### src/rtl/vda_pkg.sv
// Shared constants, stage record type and arctangent table for the vector direction block.
package vda_pkg;

  localparam int IN_W        = 16;
  localparam int OUT_W       = 15;
  localparam int DIRECTIONS  = 128;
  localparam int FRAC_BITS   = 8;
  localparam int ITERATIONS  = 16;
  localparam int ATAN_STAGES = 24;
  localparam int STAGES      = (ITERATIONS < ATAN_STAGES) ? ITERATIONS : ATAN_STAGES;
  localparam int IN_SHIFT    = 20;
  localparam int VEC_W       = 40;
  localparam int ACC_W       = 32;
  localparam int FULL_TURN   = DIRECTIONS << FRAC_BITS;
  localparam logic [ACC_W-1:0] HALF_TURN = {1'b1, {(ACC_W-1){1'b0}}};

  typedef struct packed {
    logic                    valid;
    logic                    zero;
    logic signed [VEC_W-1:0] x;
    logic signed [VEC_W-1:0] y;
    logic [ACC_W-1:0]        acc;
  } vda_stage_t;

  // atan(2^-i) as a fraction of one turn, 2^32 per turn
  function automatic logic [ACC_W-1:0] atan_turn(input int idx);
    logic [ACC_W-1:0] v;
    case (idx)
      0:       v = 32'h2000_0000;
      1:       v = 32'h12E4_051E;
      2:       v = 32'h09FB_385B;
      3:       v = 32'h0511_11D4;
      4:       v = 32'h028B_0D43;
      5:       v = 32'h0145_D7E1;
      6:       v = 32'h00A2_F61E;
      7:       v = 32'h0051_7C55;
      8:       v = 32'h0028_BE53;
      9:       v = 32'h0014_5F2F;
      10:      v = 32'h000A_2F98;
      11:      v = 32'h0005_17CC;
      12:      v = 32'h0002_8BE6;
      13:      v = 32'h0001_45F3;
      14:      v = 32'd41722;
      15:      v = 32'd20861;
      16:      v = 32'd10430;
      17:      v = 32'd5215;
      18:      v = 32'd2608;
      19:      v = 32'd1304;
      20:      v = 32'd652;
      21:      v = 32'd326;
      22:      v = 32'd163;
      23:      v = 32'd81;
      default: v = '0;
    endcase
    return v;
  endfunction

endpackage

### src/rtl/vda_prep.sv
// Input stage: scale the vector, fold the left half plane, flag the zero vector.
module vda_prep (
  input  logic                       clk,
  input  logic                       rst_n,
  input  logic                       req_valid,
  input  logic signed [15:0]         vec_x,
  input  logic signed [15:0]         vec_y,
  output vda_pkg::vda_stage_t        prep_stage
);
  import vda_pkg::*;

  vda_stage_t              prep_r;
  vda_stage_t              prep_nxt;
  logic signed [VEC_W-1:0] xs;
  logic signed [VEC_W-1:0] ys;

  always_comb begin
    xs = {{(VEC_W-IN_W-IN_SHIFT){vec_x[IN_W-1]}}, vec_x, {IN_SHIFT{1'b0}}};
    ys = {{(VEC_W-IN_W-IN_SHIFT){vec_y[IN_W-1]}}, vec_y, {IN_SHIFT{1'b0}}};
    prep_nxt.valid = req_valid;
    prep_nxt.zero  = (vec_x == '0) && (vec_y == '0);
    if (vec_x[IN_W-1]) begin
      // turn by half a turn
      prep_nxt.x   = -xs;
      prep_nxt.y   = -ys;
      prep_nxt.acc = HALF_TURN;
    end else begin
      prep_nxt.x   = xs;
      prep_nxt.y   = ys;
      prep_nxt.acc = '0;
    end
  end

  always_ff @(posedge clk) begin
    if (!rst_n) begin
      prep_r.valid <= 1'b0;
    end else begin
      prep_r <= prep_nxt;
    end
  end

  assign prep_stage = prep_r;

endmodule

### src/rtl/vda_core.sv
// CORDIC vectoring pipeline: one registered micro-rotation per stage.
module vda_core (
  input  logic                clk,
  input  logic                rst_n,
  input  vda_pkg::vda_stage_t core_in,
  output vda_pkg::vda_stage_t core_out
);
  import vda_pkg::*;

  vda_stage_t stage_r [0:STAGES-1];

  for (genvar i = 0; i < STAGES; i++) begin : g_stage
    localparam int SH = i;
    vda_stage_t              cur;
    vda_stage_t              stage_nxt;
    logic signed [VEC_W-1:0] dx;
    logic signed [VEC_W-1:0] dy;

    if (i == 0) begin : g_first
      assign cur = core_in;
    end else begin : g_next
      assign cur = stage_r[i-1];
    end

    always_comb begin
      dx = cur.y >>> SH;
      dy = cur.x >>> SH;
      stage_nxt       = cur;
      if (!cur.y[VEC_W-1]) begin
        stage_nxt.x   = cur.x + dx;
        stage_nxt.y   = cur.y - dy;
        stage_nxt.acc = cur.acc + atan_turn(SH);
      end else begin
        stage_nxt.x   = cur.x - dx;
        stage_nxt.y   = cur.y + dy;
        stage_nxt.acc = cur.acc - atan_turn(SH);
      end
    end

    always_ff @(posedge clk) begin
      if (!rst_n) begin
        stage_r[i].valid <= 1'b0;
      end else begin
        stage_r[i] <= stage_nxt;
      end
    end
  end

  assign core_out = stage_r[STAGES-1];

endmodule

### src/rtl/vda_scale.sv
// Output stage: scale the binary angle to output units, round, wrap a full turn.
module vda_scale (
  input  logic                   clk,
  input  logic                   rst_n,
  input  vda_pkg::vda_stage_t    fin,
  output logic                   out_strobe,
  output logic [14:0]            out_angle
);
  import vda_pkg::*;

  logic [63:0]       prod;
  logic [31:0]       rounded;
  logic [OUT_W-1:0]  angle_nxt;
  logic              strobe_r;
  logic [OUT_W-1:0]  angle_r;

  always_comb begin
    prod    = 64'(fin.acc) * 64'(FULL_TURN) + 64'h0000_0000_8000_0000;
    rounded = prod[63:32];
    if (fin.zero || (rounded >= 32'(FULL_TURN))) begin
      angle_nxt = '0;
    end else begin
      angle_nxt = rounded[OUT_W-1:0];
    end
  end

  always_ff @(posedge clk) begin
    angle_r <= angle_nxt;
    if (!rst_n) strobe_r <= 1'b0;
    else        strobe_r <= fin.valid;
  end

  assign out_strobe = strobe_r;
  assign out_angle  = angle_r;

endmodule

### src/rtl/vector_direction_angle.sv
// Top level of the vector direction block: CORDIC atan2 in a fully pipelined datapath.
//
//   channel  ports                          handshake
//   -------  -----------------------------  ------------------------------------
//   input    in_vec_x[15:0], in_vec_y[15:0] request taken when start && !busy
//   result   out_angle[14:0]                out_strobe high for one cycle
//
// One request enters every cycle; busy stays low, so no request is ever held off.
// The pipeline has one input stage, 16 CORDIC stages (one per iteration,
// one 40-bit add/subtract pair each) and one scaling stage with the constant multiply.
// Reset (synchronous, active low) clears the valid bit of every stage; data needs none.
// The receiver cannot stall, so results leave the last stage as they arrive.
module vector_direction_angle (
  input  logic                clk,
  input  logic                rst_n,
  input  logic                start,
  output logic                busy,
  input  logic signed [15:0]  in_vec_x,
  input  logic signed [15:0]  in_vec_y,
  output logic                out_strobe,
  output logic [14:0]         out_angle
);
  import vda_pkg::*;

  vda_stage_t prep_stage;
  vda_stage_t fin_stage;
  logic       req_valid;

  // The pipeline never backs up: take a request in every cycle.
  assign busy      = 1'b0;
  assign req_valid = start && !busy;

  // Scale to 2^20, fold vectors in the left half plane by half a turn.
  vda_prep u_prep (
    .clk        (clk),
    .rst_n      (rst_n),
    .req_valid  (req_valid),
    .vec_x      (in_vec_x),
    .vec_y      (in_vec_y),
    .prep_stage (prep_stage)
  );

  // Drive y toward zero, accumulating the rotation angle.
  vda_core u_core (
    .clk      (clk),
    .rst_n    (rst_n),
    .core_in  (prep_stage),
    .core_out (fin_stage)
  );

  // Convert the binary angle to output units and register the result.
  vda_scale u_scale (
    .clk        (clk),
    .rst_n      (rst_n),
    .fin        (fin_stage),
    .out_strobe (out_strobe),
    .out_angle  (out_angle)
  );

  // A result leaves in the cycle after its request reaches the last CORDIC stage.
  a_strobe_follows_stage: assert property (@(posedge clk) disable iff (!rst_n)
    out_strobe == ($past(rst_n) && $past(fin_stage.valid)))
    else $error("result strobe does not follow last stage valid");

  // The zero vector always reports angle zero.
  a_zero_vector: assert property (@(posedge clk) disable iff (!rst_n)
    (out_strobe && $past(rst_n) && $past(fin_stage.zero)) |-> (out_angle == '0))
    else $error("zero vector gave a nonzero angle");

  // No request may be dropped while the pipeline reports not busy.
  a_never_busy_loss: assert property (@(posedge clk) disable iff (!rst_n)
    (start && !busy) |=> prep_stage.valid)
    else $error("accepted request did not enter the pipeline");

endmodule
### config.mk
export PLATFORM = sky130hd
export DESIGN_NAME = vector_direction_angle
export DESIGN_NICKNAME = d
export VERILOG_FILES = /design/src/rtl/vda_pkg.sv /design/src/rtl/vda_prep.sv /design/src/rtl/vda_core.sv /design/src/rtl/vda_scale.sv /design/src/rtl/vector_direction_angle.sv
export SDC_FILE = /design/constraint.sdc
export NUM_CORES = 2
export LEC_CHECK = 0
export BUFFER_PORTS_ARGS = -buffer_cell sky130_fd_sc_hd__buf_2
export CELL_PAD_IN_SITES_DETAIL_PLACEMENT = 1
export CELL_PAD_IN_SITES_GLOBAL_PLACEMENT = 1
export CORE_MARGIN = 2
export CORE_UTILIZATION = 45
export DETAILED_ROUTE_END_ITERATION = 7
export GPL_TIMING_DRIVEN = 1
export PLACE_DENSITY_LB_ADDON = 0.1
export SETUP_SLACK_MARGIN = 0.05
export SLEW_MARGIN = 30
export SYNTH_ARGS = -nofsm -noshare
export SYNTH_HDL_FRONTEND = slang
export SYNTH_SLANG_ARGS = --single-unit
### constraint.sdc
create_clock -name clk -period 8.39 [get_ports clk]
set_input_delay 0.4195 -clock clk [delete_from_list [all_inputs] [get_ports clk]]
set_output_delay 0.4195 -clock clk [all_outputs]
set_load 0.03 [all_outputs]
Word level (Yosys, flattened, before mapping)

Memory sizes are Yosys's and may differ from the RTL's.
Cells that the tools add are included.

Bitwise logic cells: 16
Reduce and logical (&&, ||, !) cells: 4
Muxes and demuxes: 35
Add/sub/neg operators: 98
$lt $le $gt $ge: 1

Operators by type and width:

| kind                                           | number |
|---|---|
| 112-bit 2-to-1 mux                             | 16 |
| 107-bit 2-to-1 mux                             | 1 |
| 40-bit by 25-bit adder with 40-bit output      | 2 |
| 40-bit by 26-bit adder with 40-bit output      | 2 |
| 40-bit by 27-bit adder with 40-bit output      | 2 |
| 40-bit by 28-bit adder with 40-bit output      | 2 |
| 40-bit by 29-bit adder with 40-bit output      | 2 |
| 40-bit by 30-bit adder with 40-bit output      | 2 |
| 40-bit by 31-bit adder with 40-bit output      | 2 |
| 40-bit by 32-bit adder with 40-bit output      | 2 |
| 40-bit by 33-bit adder with 40-bit output      | 2 |
| 40-bit by 34-bit adder with 40-bit output      | 2 |
| 40-bit by 35-bit adder with 40-bit output      | 2 |
| 40-bit by 36-bit adder with 40-bit output      | 2 |
| 40-bit by 37-bit adder with 40-bit output      | 2 |
| 40-bit by 38-bit adder with 40-bit output      | 2 |
| 40-bit by 39-bit adder with 40-bit output      | 2 |
| 36-bit negator with 40-bit output              | 2 |
| 40-bit by 25-bit subtractor with 40-bit output | 2 |
| 40-bit by 26-bit subtractor with 40-bit output | 2 |
| 40-bit by 27-bit subtractor with 40-bit output | 2 |
| 40-bit by 28-bit subtractor with 40-bit output | 2 |
| 40-bit by 29-bit subtractor with 40-bit output | 2 |
| 40-bit by 30-bit subtractor with 40-bit output | 2 |
| other kinds (50)                               | 93 |

Register bits after elaboration: 130
Output and inout bits: 17
Memories kept: 1
Logic and storage cells: 164
Bits in writable memories: 1824
Input port bits: 35

Memory list:

| memory         | words | width | read ports | clocked after memory_dff | wr ports | RTL line       | text |
|---|---|---|---|---|---|---|---|
| u_core.stage_r | 16    | 114   | 16         | 0                        | 16       | vda_core.sv:10 | `vda_stage_t stage_r [0:STAGES-1];` |

Logic depth before layout (Yosys ltp)

An unclocked memory read counts as a cell.

Depth in word-level cells: 4
Mapped depth: 24

Cells and area by module

From an unflattened synthesis, not the netlist that was laid out.

Cell total of the unflattened synthesis: 17590
Area total of the unflattened synthesis: 164191.2 sq um

By module, submodules not included:

| module                 | cells an instance | sequential area each (sq um) | instances | area each (sq um) |
|---|---|---|---|---|
| vda_core               | 17295             | 54582.3                      | 1         | 160848.0 |
| vda_prep               | 217               | 1281.2                       | 1         | 2611.3 |
| vda_scale              | 76                | 320.3                        | 1         | 720.7 |
| vector_direction_angle | 2                 | 0.0                          | 1         | 11.3 |

Worst setup path after synthesis

Ideal clock, no wire load.

Kind: flip-flop to flip-flop
Start point: mem u_core.stage_r[0][641] in the netlist's numbering
End point: mem u_core.stage_r[0][755] in the netlist's numbering, data pin
Cell stages (with the launch flop): 19
Arrival time: 4654 ps
Period minus slack after synthesis: 4913 ps
Slack: 3477 ps
Cell sequence: edfxtp_1 > clkbuf_1 > clkbuf_1 > clkbuf_1 > a31oi_1 > xor2_1 > ha_1 > fa_1 > a21o_1 > a21o_1 > a2111oi_0 > o21ai_0 > a41oi_1 > o21ai_1 > a41oi_1 > o21bai_1 > a221o_1 > a21oi_1 > xnor2_1

RTL lines:

| element     | RTL line |
|---|---|
| from (decl) | vda_core.sv:10 |

==> results.toml <==
[placed_design]
place_ws_ns = 2.526
dp_hpwl_mm = 294.0
dp.cells = 16330
portBuffers = 50
place.gp.congestion = 0.9165

[sta]
fin_skew_ns = 0.04964
hold_viol = 0
tightest_slew_ns = 0.9806
fin_setup_tns_ns = 0
fmax_mhz = 166.4
period_minus_slack_ns = 6.009
slew_headroom_pct = 34.02
rsz0062_at_grt = "no"
hold_ws_ns = 0.09914
period_share_pct = 71.62
fin_ws_ns = 2.381
maxSlewViolCount = 0
setup_viol = 0

[detailed_routing]
routed_via_density = 5.878
dr.pass1.iters = 5
routed_wl_mm = 369.5
drtIter0Drc = 5423
drcViolationCount = 0
dr_total_vias = 98140
post_drt_wl_per_cell_um = 22.13
ant_nets = 0

[synthesis]
syn_inst = 12880
syn_area_sq_um = 122100
synthFlopType = "edfxtp_1"
synth.avg_cell_area_sq_um = 9.478
synth_cell_types = 95
ys_warn_count = 0
ys_seq_area_share_pct = 35.30
async_flop_share_pct = 0
yosys_register_bits = 1446
synth_edf_count = 1413

[clock_tree]
cts_buffers = 177
root_buffer = "clkbuf_16"
clk_latency_ns = 0.89
postCtsSetupRepairBufs = 0
clk_pin_slew_ns = 0.06
cts-resized-gates = 0
cts_tree = "done"
max-clock-path-buffers = 4
clkSinkCount = 1446
hold_buffers = 40
htreeDepth = 4

[worst_setup_path]
crit_path_start_kind = "flop"
slowest_delay_ns = 0.81
worstSetupPathType = "flop to flop"
endpoint_kind = "flop"
required_ns = 8.98
cp_slowest_cell = "a2111oi_0"
crit_buf_inv = 0
arrival_ns = 6.60
critPathTopFamily = "compound AO/OA/AOI/OAI gates"
path_cells = "nor3_1, nand2b_1, nor4_1, nor2_1, xnor2_1, ha_1, a21o_1, a21o_1, a2111oi_0, o21ai_0, a41oi_1, o21ai_1, a41oi_1, o21bai_1, a221o_1, a21oi_1, xnor2_1"
worstPathMaxFanout = 4

[floorplan]
initial_core_util_pct = 45.16
row_count = 191
core_area_sq_um = 270300
die_area_sq_um = 275400
io_pins = 52
dieHeight_um = 524.8
fp.dieW_um = 524.8

[grt]
grt_remaining_overflow = 0
antenna_found_initial = 3
grt_first_pass_wirelength_mm = 581.1
grt_pass1_vias = 102400
grt_max_degree = 155
grt.total_usage_pct = 26.02

[layout]
area_growth_pct = 8.804
fin_cells = 16700
layout_commonest_cell = "edfxtp_1"
fillers = 30430
layout_common_cells = "edfxtp_1 (1413), a21oi_1 (1400), ha_1 (1394)"
layout-drive-gt1-share_pct = 4.252
fin_nets = 14440

[flow_run]
cap_violations = 0

[min_path]
hold_path.class = "input pin to flop"

[run_status]
status = "finished clean"
## per-layer routing
layer | GRT usage, % | vias to the layer above | wire length (um)
met5 | 0 | - | 16
met4 | 7.370 | 2 | 11000
met3 | 2.673 | 434 | 12020
met2 | 45.67 | 1379 | 179900
met1 | 33.77 | 48640 | 166500
li1 | - | 47690 | -
## worst reg2reg max path, cell delays in order, from the launching register on
cell,delay (ns)
edfxtp_1,0.46
nor3_1,0.29
nand2b_1,0.14
nor4_1,0.76
nor2_1,0.12
xnor2_1,0.22
ha_1,0.31
a21o_1,0.20
a21o_1,0.21
a2111oi_0,0.81
o21ai_0,0.42
a41oi_1,0.44
o21ai_1,0.17
a41oi_1,0.37
o21bai_1,0.18
a221o_1,0.32
a21oi_1,0.19
xnor2_1,0.11
## cells in the mapped netlist (47+ instances only)
library cell / count / share of area, %
xnor2_1: 1207 / 8.7
inv_1: 526 / 1.6
nand4_1: 107 / 0.55
nand3_1: 212 / 0.87
a31oi_1: 145 / 0.74
or2_2: 49 / 0.25
nand2b_1: 198 / 1.0
edfxtp_1: 1413 / 35
clkbuf_1: 193 / 0.59
o21a_1: 169 / 1.0
nor2b_1: 209 / 1.1
o21bai_1: 151 / 0.93
a21o_1: 601 / 3.7
nor2_1: 1214 / 3.7
and3_1: 133 / 0.68
o31ai_1: 57 / 0.35
nand2_1: 643 / 2.0
and2_1: 120 / 0.62
o41ai_1: 47 / 0.34
a21oi_1: 1400 / 5.7
nor4_1: 116 / 0.59
o21ai_0: 601 / 2.5
ha_1: 1394 / 14
a211oi_1: 89 / 0.55
or3_1: 66 / 0.34
xor2_1: 676 / 4.9
nor3_1: 312 / 1.3
## cell families after synthesis
group / synth area share, %
multiplexers: 0.5402
flip-flops: 35.30
adder cells (fa/ha/maj): 14.81
AND/OR/NAND/NOR: 14.03
AO/OA/AOI/OAI: 19.43
buffers and inverters: 2.370
XOR/XNOR: 13.51
other: 0.003072
## state kept, by name, indices dropped and copies added, names as in the netlist
signal / flops
u_prep.prep_stage: 43
u_scale.out_strobe: 1
u_scale.out_angle: 15
u_core.stage_r: 1387
## metrics by stage
| stage | utilization, % | area, sq um |
|---|---|---|
| after CTS | 49.12 | 132800 |
| after global routing | 49.14 | 132800 |
| final | 49.14 | 132800 |
| after detailed placement | 46.79 | 126500 |
| after global placement | 46.78 | 126400 |
| after floorplan | - | 122100 |
## final timing paths
kind,start,endpoint,slack (ns),cells past startpoint
worst min register to register,u_core.stage_r[0][226],u_core.stage_r[0][340],0.42,0
worst max-delay path,u_core.stage_r[0][651],u_core.stage_r[0][755],2.38,17
worst max register to register,u_core.stage_r[0][651],u_core.stage_r[0][755],2.38,17
worst min-delay path,in_vec_x[15],u_prep.prep_stage[31],0.1,1
## area by class of cell
cell class | instances | area, sq um | area share [%]
multi-input combinational | 10670 | 76130 | 57.33
sequential | 1446 | 43090 | 32.45
clock buffer | 219 | 4701 | 3.539
tap | 3570 | 4467 | 3.363
inverter | 532 | 1997 | 1.504
clock inverter | 106 | 1211 | 0.9120
timing repair buffer | 150 | 1202 | 0.9054
antenna | 2 | 5.005 | 0.003768
Power is left out: the tool's default activity adds up to more than one toggle a clock period on the data nets, which glitch-free logic cannot reach.
